$ cat config.mk
export PLATFORM = sky130hd
export DESIGN_NAME = addressed_frame_receiver_crc16_top
export DESIGN_NICKNAME = d
export VERILOG_FILES = /design/src/design/afr_pkg.sv /design/src/design/afr_crc_serial.sv /design/src/design/afr_frame_store.sv /design/src/design/afr_ctrl.sv /design/src/design/addressed_frame_receiver_crc16_top.sv
export VERILOG_INCLUDE_DIRS = /design/src /design/src/design
export SDC_FILE = /design/constraint.sdc
export NUM_CORES = 1
export LEC_CHECK = 0
export BUFFER_PORTS_ARGS = -buffer_cell sky130_fd_sc_hd__buf_2
export CORE_MARGIN = 2
export CORE_UTILIZATION = 50
export CTS_BUF_LIST = sky130_fd_sc_hd__clkbuf_16
export DETAILED_ROUTE_END_ITERATION = 10
export PLACE_DENSITY = 0.66
export SYNTH_ARGS = -nofsm -noshare
export SYNTH_HDL_FRONTEND = slang
export SYNTH_SLANG_ARGS = --single-unit
$ cat constraint.sdc
create_clock -name aclk -period 8.4 [get_ports aclk]
set_input_delay 0.42 -clock aclk [delete_from_list [all_inputs] [get_ports aclk]]
set_output_delay 0.42 -clock aclk [all_outputs]
set_load 0.02 [all_outputs]
$ cat src/design/addressed_frame_receiver_crc16_top_macros.svh
// assertion macros used by the frame receiver control module
`ifndef ADDRESSED_FRAME_RECEIVER_CRC16_TOP_MACROS_SVH
`define ADDRESSED_FRAME_RECEIVER_CRC16_TOP_MACROS_SVH
`ifndef SYNTH
// property checked on every rising clock edge outside reset
`define AFR_ASSERT(lbl, prop, msg) \
    lbl: assert property (@(posedge aclk) disable iff (!aresetn) prop) else $error(msg);
// same-cycle implication checked outside reset
`define AFR_ASSERT_IMP(lbl, ante, cons, msg) \
    lbl: assert property (@(posedge aclk) disable iff (!aresetn) (ante) |-> (cons)) \
        else $error(msg);
`else
`define AFR_ASSERT(lbl, prop, msg)
`define AFR_ASSERT_IMP(lbl, ante, cons, msg)
`endif
`endif

$ cat src/design/afr_pkg.sv
package afr_pkg;

    // frame geometry
    localparam int MAX_LEN     = 32;
    localparam int STORE_DEPTH = MAX_LEN + 4;
    localparam int ADDR_W      = $clog2(STORE_DEPTH);
    localparam int LEN_W       = $clog2(MAX_LEN);
    localparam int LEN_FIELD_W = 7;
    localparam int BYTE_W      = 8;
    localparam int BIT_CNT_W   = $clog2(BYTE_W);
    localparam int FRAME_LEN_W = 6;
    localparam int OUT_TDATA_W = 16;

    // crc-16/modbus, reflected
    localparam int              CRC_W    = 16;
    localparam logic [CRC_W-1:0] CRC_INIT = 16'hFFFF;
    localparam logic [CRC_W-1:0] CRC_POLY = 16'hA001;

    // configuration registers
    localparam int                    CFG_IDX_W       = 2;
    localparam int                    CFG_DATA_W      = 8;
    localparam logic [CFG_IDX_W-1:0]  REG_SOURCE_ID   = 2'd0;
    localparam logic [CFG_IDX_W-1:0]  REG_DEST_ID     = 2'd1;
    localparam logic [BYTE_W-1:0]     SRC_WILDCARD    = 8'h55;
    localparam logic [BYTE_W-1:0]     SOURCE_ID_RESET = 8'h55;
    localparam logic [BYTE_W-1:0]     DEST_ID_RESET   = 8'h00;

    typedef enum logic [2:0] {
        PH_SRC,
        PH_DST,
        PH_LEN,
        PH_DATA,
        PH_CRC_HI,
        PH_CRC_LO,
        PH_RP_RD,
        PH_RP_LD
    } phase_t;

    typedef struct packed {
        logic              start;
        logic              init;
        logic [BYTE_W-1:0] data;
    } crc_cmd_t;

    typedef struct packed {
        logic             busy;
        logic [CRC_W-1:0] value;
    } crc_stat_t;

    typedef struct packed {
        logic              wr_en;
        logic [ADDR_W-1:0] wr_addr;
        logic [BYTE_W-1:0] wr_data;
        logic              rd_en;
        logic [ADDR_W-1:0] rd_addr;
    } store_cmd_t;

endpackage

$ cat src/design/afr_crc_serial.sv
module afr_crc_serial (
    input  logic                aclk,
    input  logic                aresetn,
    input  afr_pkg::crc_cmd_t   cmd,
    output afr_pkg::crc_stat_t  stat
);
    import afr_pkg::*;

    logic [CRC_W-1:0]     crc_reg, crc_next;
    logic [BYTE_W-1:0]    data_reg, data_next;
    logic [BIT_CNT_W-1:0] cnt_reg, cnt_next;
    logic                 busy_reg, busy_next;
    logic                 fb;

    // one data bit per cycle, lsb first
    always_comb begin
        crc_next  = crc_reg;
        data_next = data_reg;
        cnt_next  = cnt_reg;
        busy_next = busy_reg;
        fb        = crc_reg[0] ^ data_reg[0];
        if (cmd.start) begin
            crc_next  = cmd.init ? CRC_INIT : crc_reg;
            data_next = cmd.data;
            cnt_next  = '0;
            busy_next = 1'b1;
        end else if (busy_reg) begin
            crc_next  = (crc_reg >> 1) ^ (fb ? CRC_POLY : '0);
            data_next = data_reg >> 1;
            cnt_next  = cnt_reg + 1'b1;
            if (cnt_reg == BIT_CNT_W'(BYTE_W - 1)) begin
                busy_next = 1'b0;
            end
        end
    end

    // control state
    always_ff @(posedge aclk) begin
        if (!aresetn) begin
            crc_reg  <= CRC_INIT;
            cnt_reg  <= '0;
            busy_reg <= 1'b0;
        end else begin
            crc_reg  <= crc_next;
            cnt_reg  <= cnt_next;
            busy_reg <= busy_next;
        end
    end

    // data shift register
    always_ff @(posedge aclk) begin
        data_reg <= data_next;
    end

    assign stat.busy  = busy_reg;
    assign stat.value = crc_reg;

endmodule

$ cat src/design/afr_frame_store.sv
module afr_frame_store (
    input  logic                        aclk,
    input  afr_pkg::store_cmd_t         cmd,
    output logic [afr_pkg::BYTE_W-1:0]  rd_data
);
    import afr_pkg::*;

    logic [BYTE_W-1:0] mem [STORE_DEPTH];
    logic [BYTE_W-1:0] rd_data_reg;

    // one write port, one registered read port
    always_ff @(posedge aclk) begin
        if (cmd.wr_en) begin
            mem[cmd.wr_addr] <= cmd.wr_data;
        end
        if (cmd.rd_en) begin
            rd_data_reg <= mem[cmd.rd_addr];
        end
    end

    assign rd_data = rd_data_reg;

endmodule

$ cat src/design/afr_ctrl.sv
`include "addressed_frame_receiver_crc16_top_macros.svh"

module afr_ctrl (
    input  logic                             aclk,
    input  logic                             aresetn,
    input  logic [afr_pkg::BYTE_W-1:0]       source_id,
    input  logic [afr_pkg::BYTE_W-1:0]       dest_id,
    input  logic                             s_tvalid,
    output logic                             s_tready,
    input  logic [afr_pkg::BYTE_W-1:0]       s_tdata,
    output logic                             m_tvalid,
    input  logic                             m_tready,
    output logic [afr_pkg::OUT_TDATA_W-1:0]  m_tdata,
    output logic                             m_tlast,
    output afr_pkg::crc_cmd_t                crc_cmd,
    input  afr_pkg::crc_stat_t               crc_stat,
    output afr_pkg::store_cmd_t              store_cmd,
    input  logic [afr_pkg::BYTE_W-1:0]       store_rd_data
);
    import afr_pkg::*;

    phase_t                 phase_reg, phase_next;
    logic [LEN_W-1:0]       len_reg, len_next;
    logic [LEN_W-1:0]       idx_reg, idx_next;
    logic [BYTE_W-1:0]      crc_hi_reg, crc_hi_next;
    logic [ADDR_W-1:0]      last_addr_reg, last_addr_next;
    logic [FRAME_LEN_W-1:0] frame_len_reg, frame_len_next;
    logic [ADDR_W-1:0]      rd_idx_reg, rd_idx_next;
    logic                   out_valid_reg, out_valid_next;
    logic [BYTE_W-1:0]      out_byte_reg;
    logic [FRAME_LEN_W-1:0] out_len_reg;
    logic                   out_last_reg;
    logic                   acc;
    logic                   out_free;
    logic                   out_load;
    logic [ADDR_W-1:0]      data_addr;
    logic                   replaying;

    // input is held off while the crc unit shifts or a frame replays
    assign replaying = (phase_reg == PH_RP_RD) || (phase_reg == PH_RP_LD);
    assign s_tready  = !crc_stat.busy && !replaying;
    assign acc       = s_tvalid && s_tready;
    assign out_free  = !out_valid_reg || m_tready;
    assign data_addr = ADDR_W'(idx_reg) + ADDR_W'(3);

    // frame parser and replay sequencer
    always_comb begin
        phase_next         = phase_reg;
        len_next           = len_reg;
        idx_next           = idx_reg;
        crc_hi_next        = crc_hi_reg;
        last_addr_next     = last_addr_reg;
        frame_len_next     = frame_len_reg;
        rd_idx_next        = rd_idx_reg;
        out_load           = 1'b0;
        crc_cmd.start      = 1'b0;
        crc_cmd.init       = 1'b0;
        crc_cmd.data       = s_tdata;
        store_cmd.wr_en    = 1'b0;
        store_cmd.wr_addr  = '0;
        store_cmd.wr_data  = s_tdata;
        store_cmd.rd_en    = 1'b0;
        store_cmd.rd_addr  = rd_idx_reg;
        unique case (phase_reg)
            PH_SRC: begin
                if (acc && (s_tdata == source_id || source_id == SRC_WILDCARD)) begin
                    store_cmd.wr_en   = 1'b1;
                    store_cmd.wr_addr = ADDR_W'(0);
                    crc_cmd.start     = 1'b1;
                    crc_cmd.init      = 1'b1;
                    phase_next        = PH_DST;
                end
            end
            PH_DST: begin
                if (acc) begin
                    if (s_tdata == dest_id) begin
                        store_cmd.wr_en   = 1'b1;
                        store_cmd.wr_addr = ADDR_W'(1);
                        crc_cmd.start     = 1'b1;
                        phase_next        = PH_LEN;
                    end else begin
                        phase_next = PH_SRC;
                    end
                end
            end
            PH_LEN: begin
                if (acc) begin
                    if (s_tdata[LEN_FIELD_W-1:0] < LEN_FIELD_W'(MAX_LEN)) begin
                        store_cmd.wr_en   = 1'b1;
                        store_cmd.wr_addr = ADDR_W'(2);
                        crc_cmd.start     = 1'b1;
                        len_next          = LEN_W'(s_tdata[LEN_FIELD_W-1:0]);
                        idx_next          = '0;
                        phase_next        = PH_DATA;
                    end else begin
                        phase_next = PH_SRC;
                    end
                end
            end
            PH_DATA: begin
                if (acc) begin
                    if (idx_reg < len_reg) begin
                        store_cmd.wr_en   = 1'b1;
                        store_cmd.wr_addr = data_addr;
                        crc_cmd.start     = 1'b1;
                        idx_next          = idx_reg + 1'b1;
                        if (idx_reg + 1'b1 == len_reg) begin
                            phase_next = PH_CRC_HI;
                        end
                    end else begin
                        // zero length: this byte is dropped
                        phase_next = PH_SRC;
                    end
                end
            end
            PH_CRC_HI: begin
                if (acc) begin
                    store_cmd.wr_en   = 1'b1;
                    store_cmd.wr_addr = data_addr;
                    crc_hi_next       = s_tdata;
                    phase_next        = PH_CRC_LO;
                end
            end
            PH_CRC_LO: begin
                if (acc) begin
                    store_cmd.wr_en   = 1'b1;
                    store_cmd.wr_addr = data_addr + 1'b1;
                    if (crc_hi_reg == crc_stat.value[CRC_W-1:BYTE_W] &&
                        s_tdata == crc_stat.value[BYTE_W-1:0]) begin
                        rd_idx_next    = '0;
                        last_addr_next = data_addr + 1'b1;
                        frame_len_next = FRAME_LEN_W'(idx_reg) + FRAME_LEN_W'(5);
                        phase_next     = PH_RP_RD;
                    end else begin
                        phase_next = PH_SRC;
                    end
                end
            end
            PH_RP_RD: begin
                store_cmd.rd_en = 1'b1;
                phase_next      = PH_RP_LD;
            end
            PH_RP_LD: begin
                if (out_free) begin
                    out_load = 1'b1;
                    if (rd_idx_reg == last_addr_reg) begin
                        phase_next = PH_SRC;
                    end else begin
                        rd_idx_next = rd_idx_reg + 1'b1;
                        phase_next  = PH_RP_RD;
                    end
                end
            end
            default: begin
                phase_next = PH_SRC;
            end
        endcase
    end

    // output register valid
    always_comb begin
        if (out_load) begin
            out_valid_next = 1'b1;
        end else if (m_tready) begin
            out_valid_next = 1'b0;
        end else begin
            out_valid_next = out_valid_reg;
        end
    end

    // control state
    always_ff @(posedge aclk) begin
        if (!aresetn) begin
            phase_reg     <= PH_SRC;
            len_reg       <= '0;
            idx_reg       <= '0;
            rd_idx_reg    <= '0;
            last_addr_reg <= '0;
            out_valid_reg <= 1'b0;
        end else begin
            phase_reg     <= phase_next;
            len_reg       <= len_next;
            idx_reg       <= idx_next;
            rd_idx_reg    <= rd_idx_next;
            last_addr_reg <= last_addr_next;
            out_valid_reg <= out_valid_next;
        end
    end

    // payload registers
    always_ff @(posedge aclk) begin
        crc_hi_reg    <= crc_hi_next;
        frame_len_reg <= frame_len_next;
        if (out_load) begin
            out_byte_reg <= store_rd_data;
            out_len_reg  <= frame_len_reg;
            out_last_reg <= (rd_idx_reg == last_addr_reg);
        end
    end

    assign m_tvalid = out_valid_reg;
    assign m_tlast  = out_last_reg;
    assign m_tdata  = {{(OUT_TDATA_W - FRAME_LEN_W - BYTE_W){1'b0}}, out_len_reg, out_byte_reg};

    // checks
    `AFR_ASSERT_IMP(a_crc_start_on_accept, crc_cmd.start, s_tvalid && s_tready, "crc started without an accepted item")
    `AFR_ASSERT_IMP(a_store_wr_on_accept, store_cmd.wr_en, s_tvalid && s_tready, "frame store written without an accepted item")
    `AFR_ASSERT_IMP(a_no_input_in_replay, replaying, !s_tready, "input taken during replay")
    `AFR_ASSERT(a_replay_addr_bound, (phase_reg == PH_RP_RD) |-> (rd_idx_reg <= last_addr_reg), "replay read past frame end")
    `AFR_ASSERT(a_load_before_read_done, (phase_reg == PH_RP_LD) |-> ($past(phase_reg) == PH_RP_RD || $past(phase_reg) == PH_RP_LD), "replay load without a read")

endmodule

$ cat src/design/addressed_frame_receiver_crc16_top.sv
// Byte-serial receiver for addressed frames checked with CRC-16/MODBUS. A frame is source id,
// destination id, length byte (low 7 bits, must be below 32), payload, then the CRC high byte and
// low byte; the CRC covers header and payload. The source id must equal register 0 unless that
// register holds 0x55, which takes any byte; the destination id must equal register 1. A bad
// destination, a bad length or a CRC mismatch sends the receiver back to hunting for a source id,
// and a zero length drops the following byte. A frame whose CRC matches is replayed on the m_
// side, header through CRC, with its total length in every item and tlast on the final byte.
// Flow control: each header and payload byte holds s_tready low after it is taken while the
// bit-serial CRC unit shifts it in; CRC bytes, dropped bytes and bytes that do not match do not.
// A good frame then replays from the frame store, each item a registered memory read followed by
// an output load; m_tready can stall it, and input is held off until the last item is loaded.
module addressed_frame_receiver_crc16_top (
    input  logic                             aclk,
    input  logic                             aresetn,
    // configuration write port
    input  logic                             cfg_wr_en,
    input  logic [afr_pkg::CFG_IDX_W-1:0]    cfg_wr_index,
    input  logic [afr_pkg::CFG_DATA_W-1:0]   cfg_wr_data,
    // input bytes
    input  logic                             s_tvalid,
    output logic                             s_tready,
    input  logic [afr_pkg::BYTE_W-1:0]       s_tdata,   // [7:0] rx_byte
    // replayed frame
    output logic                             m_tvalid,
    input  logic                             m_tready,
    output logic [afr_pkg::OUT_TDATA_W-1:0]  m_tdata,   // [7:0] frame_byte, [13:8] frame_length
    output logic                             m_tlast
);
    import afr_pkg::*;

    logic [BYTE_W-1:0] source_id_reg, source_id_next;
    logic [BYTE_W-1:0] dest_id_reg, dest_id_next;
    crc_cmd_t          crc_cmd;
    crc_stat_t         crc_stat;
    store_cmd_t        store_cmd;
    logic [BYTE_W-1:0] store_rd_data;

    // register write decode
    always_comb begin
        source_id_next = source_id_reg;
        dest_id_next   = dest_id_reg;
        if (cfg_wr_en) begin
            unique case (cfg_wr_index)
                REG_SOURCE_ID: source_id_next = BYTE_W'(cfg_wr_data);
                REG_DEST_ID:   dest_id_next   = BYTE_W'(cfg_wr_data);
                default: begin
                end
            endcase
        end
    end

    always_ff @(posedge aclk) begin
        if (!aresetn) begin
            source_id_reg <= SOURCE_ID_RESET;
            dest_id_reg   <= DEST_ID_RESET;
        end else begin
            source_id_reg <= source_id_next;
            dest_id_reg   <= dest_id_next;
        end
    end

    afr_crc_serial u_crc (
        .aclk    (aclk),
        .aresetn (aresetn),
        .cmd     (crc_cmd),
        .stat    (crc_stat)
    );

    afr_frame_store u_store (
        .aclk    (aclk),
        .cmd     (store_cmd),
        .rd_data (store_rd_data)
    );

    afr_ctrl u_ctrl (
        .aclk          (aclk),
        .aresetn       (aresetn),
        .source_id     (source_id_reg),
        .dest_id       (dest_id_reg),
        .s_tvalid      (s_tvalid),
        .s_tready      (s_tready),
        .s_tdata       (s_tdata),
        .m_tvalid      (m_tvalid),
        .m_tready      (m_tready),
        .m_tdata       (m_tdata),
        .m_tlast       (m_tlast),
        .crc_cmd       (crc_cmd),
        .crc_stat      (crc_stat),
        .store_cmd     (store_cmd),
        .store_rd_data (store_rd_data)
    );

endmodule
# Word-level counts from Yosys, hierarchy flattened
# Memories as Yosys holds them, arrays and structs flattened. A register that Yosys moved wholly into a read port is not among the register bits.
# Cells that the tools add are included.
dict set report op_classes {
  bitwise 3
  add_sub_neg 6
  n_eq_ne 29
  reduce_logical 26
  shift 0
  div_mod_pow 0
  mux 59
  magnitude_cmp 2
  multipliers 0
}
# cell n
set op_table {}
lappend op_table {{$mux 16} 4}
lappend op_table {{$mux 7} 9}
lappend op_table {{$pmux 7 s6} 1}
lappend op_table {{$mux 3} 11}
lappend op_table {{$eq 8x8->1} 4}
lappend op_table {{$mux 6} 4}
lappend op_table {{$pmux 3 s8} 1}
lappend op_table {{$ne 2x1->1 const B} 11}
lappend op_table {{$mux 5} 4}
lappend op_table {{$mux 1} 17}
lappend op_table {{$mux 8} 2}
lappend op_table {{$xor 15x16->16} 1}
lappend op_table {{$eq 3x3->1 const B} 5}
lappend op_table {{$add 6x1->6 const B} 2}
lappend op_table {{$pmux 6 s2} 1}
lappend op_table {{$pmux 5 s2} 1}
lappend op_table {{$reduce_and 5->1} 2}
lappend op_table {{$eq 8x7->1 const B} 1}
lappend op_table {{$reduce_and 2->1} 4}
lappend op_table {{$reduce_and 8->1} 1}
lappend op_table {{$reduce_bool 2->1} 4}
lappend op_table {{$lt 7x6->1 const B} 1}
lappend op_table {{$add 5x2->6 const B} 1}
lappend op_table {{$add 5x3->6 const B} 1}
lappend op_table {{21 further kinds} 32}
dict set report word_totals {
  mem_bits_rw 288
  inputBits 23
  n_memories 1
  rom_bits 0
  out_inout_bits 19
  wordCells 143
  latchBits 0
  ff_bits 99
}
# memory depth width read_ports rd_clocked_by_memory_dff write_ports line
set memory_table {}
lappend memory_table {u_store.mem 36 8 1 1 1 afr_frame_store.sv:8} ;# logic [BYTE_W-1:0] mem [STORE_DEPTH];

# Longest topological paths before layout
dict set report logic_depth {
  word_depth 10
  mapped_depth 10
  mapped_depth_nobuf 8
}

# Modules after synthesis
# From an unflattened synthesis, not the netlist that was laid out.
dict set report hier_totals {
  hier_cells 1121
  hier_area_um2 16828.6
}
# mod seq_area_each_um2 instances cells_per_inst area_each_um2
set modules_own_cells {}
lappend modules_own_cells {afr_frame_store 8888.5 1 631 11795.1}
lappend modules_own_cells {afr_ctrl 1391.3 1 348 3308.2}
lappend modules_own_cells {afr_crc_serial 640.6 1 77 1069.8}
lappend modules_own_cells {addressed_frame_receiver_crc16_top 320.3 1 65 655.6}

# Least setup slack after synthesis
# Ideal clock, no wire load.
dict set report synth_timing {
  path_kind {register to register}
  from {register u_ctrl.idx_reg[0]}
  to {memory u_store.mem[34][0] (enable)}
  t_required_ps 8005
  path_buffers 1
  t_arrival_ps 3064
  setup_time_ps 395
  slack_ps 4941
  period_less_slack_ps 3459
  path_stages_with_launch 10
  path_cell_list {dfxtp_1 buf_2 inv_1 ha_1 nand2b_1 a21oi_1 nor2_1 a2111oi_4 nand4_1 nor4_1}
}
dict set report synth_between {
  word_cells_on_any_way 10
}
# item line
set synth_lines {}
lappend synth_lines {{start: declaration} afr_ctrl.sv:24} ;# logic [LEN_W-1:0] idx_reg, idx_next;
lappend synth_lines {{start signal: assignment} afr_ctrl.sv:183} ;# idx_reg <= idx_next;
lappend synth_lines {{$add 5x2->6 *} afr_ctrl.sv:44} ;# assign data_addr = ADDR_W'(idx_reg) + ADDR_W'(3);
lappend synth_lines {{net u_ctrl.data_addr[0]} afr_ctrl.sv:36} ;# logic [ADDR_W-1:0] data_addr;
lappend synth_lines {{$add 6x1->6 or $mux 7 (tied branches)} {afr_ctrl.sv:127, afr_ctrl.sv:102}}
lappend synth_lines {{$mux 7, on equally long branches} {afr_ctrl.sv:125, afr_ctrl.sv:101}}
lappend synth_lines {{$pmux 7 s6 *} afr_ctrl.sv:64} ;# unique case (phase_reg)
lappend synth_lines {{end: declaration} afr_frame_store.sv:8}
# The timed path passes the listed nets; every way through them passes the cells marked *.

# Worst setup path in the final report
dict set report layout_timing {
  from {register u_ctrl.idx_reg[0]}
  to {memory u_store.mem[2][4] (enable)}
}
# The elaborated chain is that of the path after synthesis.

==> impl_metrics.toml <==
[outcome]
status = "finished clean"

[detailed_routing]
drt-pass1-iter-count = 5
drt_iter0_markers = 882
wl_mm = 36.2
drt-wirelength-per-cell_um = 23.5
ant_nets = 0
via_per_inst = 5.89
vias = 9082
drcViolationCount = 0

[power]
power_density_nw_per_um2 = 226
pwr-share-clk_pct = 43.7
swShare_pct = 21.2
pwr-share-comb_pct = 4.3
p_leak_nw = 5.84
netSwitchingPower_mw = 0.883
internal_power_mw = 3.28
seqPwrFrac_pct = 52.0
vdd_ir_drop_max_uv = 259

[setup_path]
reg2reg_slack_ps = 4260
crit_buf_inv = 1
timing.rr.end = "u_store.mem[2][4]"
crit_fanout = 16
critPathKind = "flip-flop to flip-flop"
slowest_delay_ps = 990
crit_chain = "inv_1 -> ha_1 -> nand2b_1 -> a21oi_1 -> nor2_1 -> a2111oi_4 -> nand4_1 -> nor3_1"
critPathRequiredTime_ps = 8570
arrival_ps = 4310
r2r_start = "u_ctrl.idx_reg[0]"
crit_family = "simple AND/OR/NAND/NOR gates"
cp-end-kind = "flip-flop"
worstRegToRegCells = 8
start_kind = "flip-flop"
crit_slowest_cell = "nor3_1"

[grt]
grtUsageTotal_pct = 21.9
grt_max_degree = 47
first_global_vias = 9028
grt_first_pass_wirelength_mm = 55.7
globalRouteOverflowTotal = 0
grt_antenna_before_repair = 0

[die]
floorplan.die_area_sq_um = 34300
die_width_um = 185
core-area_sq_um = 32500
start_util_pct = 50.6
die_y_um = 185
placementRows = 66
io_pins = 42

[place]
io_buffers = 39
dpl_worst_slack_ps = 4300
dp_hpwl_mm = 22.1
placed_cells = 1467
place_congestion = 0.950

[sta]
final.period_utilization_pct = 49.2
timing.final.ws_setup_ps = 4260
setup_violations = 0
min_period_ps = 4140
whs_ps = 113
hold_viol_final = 0
drv_slew = 0
fin_skew_ps = 28.7
tightest_slew_ps = 1160
fin_setup_tns_ps = 0
grt_setup_unrepaired = "false"
slew_headroom_pct = 22.3
fmax_mhz = 242

[synthesis]
synth_top_flop_cell = "edfxtp_1"
async_flop_share_pct = 0
synth_compound_area_share_pct = 5.28
syn-cell-area_sq_um = 16400
seq_area_frac_synth_pct = 68.4
synthAdderAreaFrac_pct = 0.761
yosysMostFrequentCell = "edfxtp_1"
synth_xor_area_share_pct = 2.98
syn_area_per_cell_sq_um = 16.0
synth_top_area_cell = "edfxtp_1"
synth_area_leaders = "edfxtp_1 61%, mux4_2 9.9%, dfxtp_1 7.6%"
synth_top_area_share_pct = 60.8
ys_types = 70
synthTopCellsByCount = "333 x edfxtp_1, 78 x nor2_1, 72 x mux4_2"
synth_top_family_by_area = "multiplexers"
synthSimpleGateAreaFrac_pct = 7.76
yosysWarnings = 0
muxShareOfSynthArea_pct = 12.8
yosys_register_bits = 395
synth-edff-count = 333
syn_inst = 1028

[finish]
finalNonFillerCells = 1543
seq_area_sq_um = 11200
final_util_pct = 56.7
syn_to_final_growth_pct = 11.9
multi_input_area_sq_um = 4880
drive_gt1_share_pct = 19.5
num_antenna_cells = 0
largest_reg_flops = 288
n_fill_cell = 2537
layout.nets = 1102

[clock_tree]
cts.path.max_buffers = 3
cts_resized = 0
cts_root_buffer = "clkbuf_16"
postCtsSetupRepairBufs = 0
htreeDepth = 2
holdBufCountCts = 0
cts_made_buffers = 42
cts.clk_slew.worst_paths_ps = 60
cts_tree = "yes"
cts_sinks = 395
clk_latency_ps = 560

[worst_hold_path]
whs_path_depth = 3
worstHoldStart = "cfg_wr_data[4]"
min_to = "source_id_reg[4]"
hold_path_class = "input pin to flip-flop"

[run]
maxCapViolations = 0
[final cells by class]
cell class                      instances  share of cell area [%]
Clock buffer                           42                    5.71
Clock inverter                         34                    1.74
Inverter                               12                   0.259
Multi-Input combinational cell        566                    26.5
Sequential cell                       395                    61.2
Tap cell                              442                    3.01
Timing Repair Buffer                   52                    1.59
[placed cells by master, fill, tap and decap left out, drive strengths merged, types with 21 or more instances in the layout]
cell    Yosys  final
o21ai      26     26
nand2      54     54
o22ai      36     36
inv        12     21
clkbuf     19     42
a21oi      24     24
xnor2      31     31
mux2i      38     38
nor2       79     79
edfxtp    333    333
dfxtp      62     62
mux4       72     72
xor2       25     25
buf        37     52
[worst max-delay path by stage]
stage	from	slack (ps)	end	cells past startpoint
floorplan	u_ctrl.idx_reg[0]	4940	u_store.mem[34][0]	9
CTS	u_ctrl.idx_reg[0]	4270	u_store.mem[2][7]	8
detailed placement	u_ctrl.idx_reg[0]	4300	u_store.mem[2][7]	8
finish	u_ctrl.idx_reg[0]	4260	u_store.mem[2][4]	8
global route	u_ctrl.idx_reg[0]	3830	u_store.mem[6][5]	8
global placement	u_ctrl.idx_reg[0]	4410	u_store.mem[2][0]	8
[routing by layer]
metal  up-vias  global-route usage, %  wire length [um]
met1      4638                   31.3             15900
li1       4107                      -                 -
met4         0                   5.56               685
met2       289                   35.5             17500
met5         -                      0                 0
met3        48                   3.32              2160
[power by group through the flow]
| stage | clock network, mW | logic, mW | registers [mW] |
|---|---|---|---|
| floorplan | 0 | 0.119 | 2.20 |
| detailed placement | 0 | 0.178 | 2.21 |
| CTS | 1.84 | 0.180 | 2.17 |
| global placement | 0 | 0.176 | 2.21 |
| global route | 1.93 | 0.195 | 2.17 |
| finish | 1.82 | 0.179 | 2.17 |
[worst register-to-register path: cells and delay by family, from the launching register on]
family          cells  cell delay (ps)
buf+inv             1              230
compound gates      2              860
fa+ha+maj           1              240
simple gates        4             1790
flops               1              650
[cells by family after synthesis]
group,after synthesis
AOI/OAI and AO/OA,130
xor gates and xnor gates,56
adders and majority gates,10
buffers and inverters,68
DFF,395
muxes,117
other,1
and+or+nand+nor,251
[through the flow]
| step | power [mW] | cell area (sq um) |
|---|---|---|
| 3_5_place_dp | 2.38 | 17000 |
| 5_1_grt | 4.29 | 18400 |
| 3_3_place_gp | 2.38 | 17000 |
| 6_report | 4.17 | 18400 |
| 4_1_cts | 4.19 | 18400 |
| 2_1_floorplan | 2.32 | 16400 |
No activity file was read; power rests on OpenSTA's default activity.
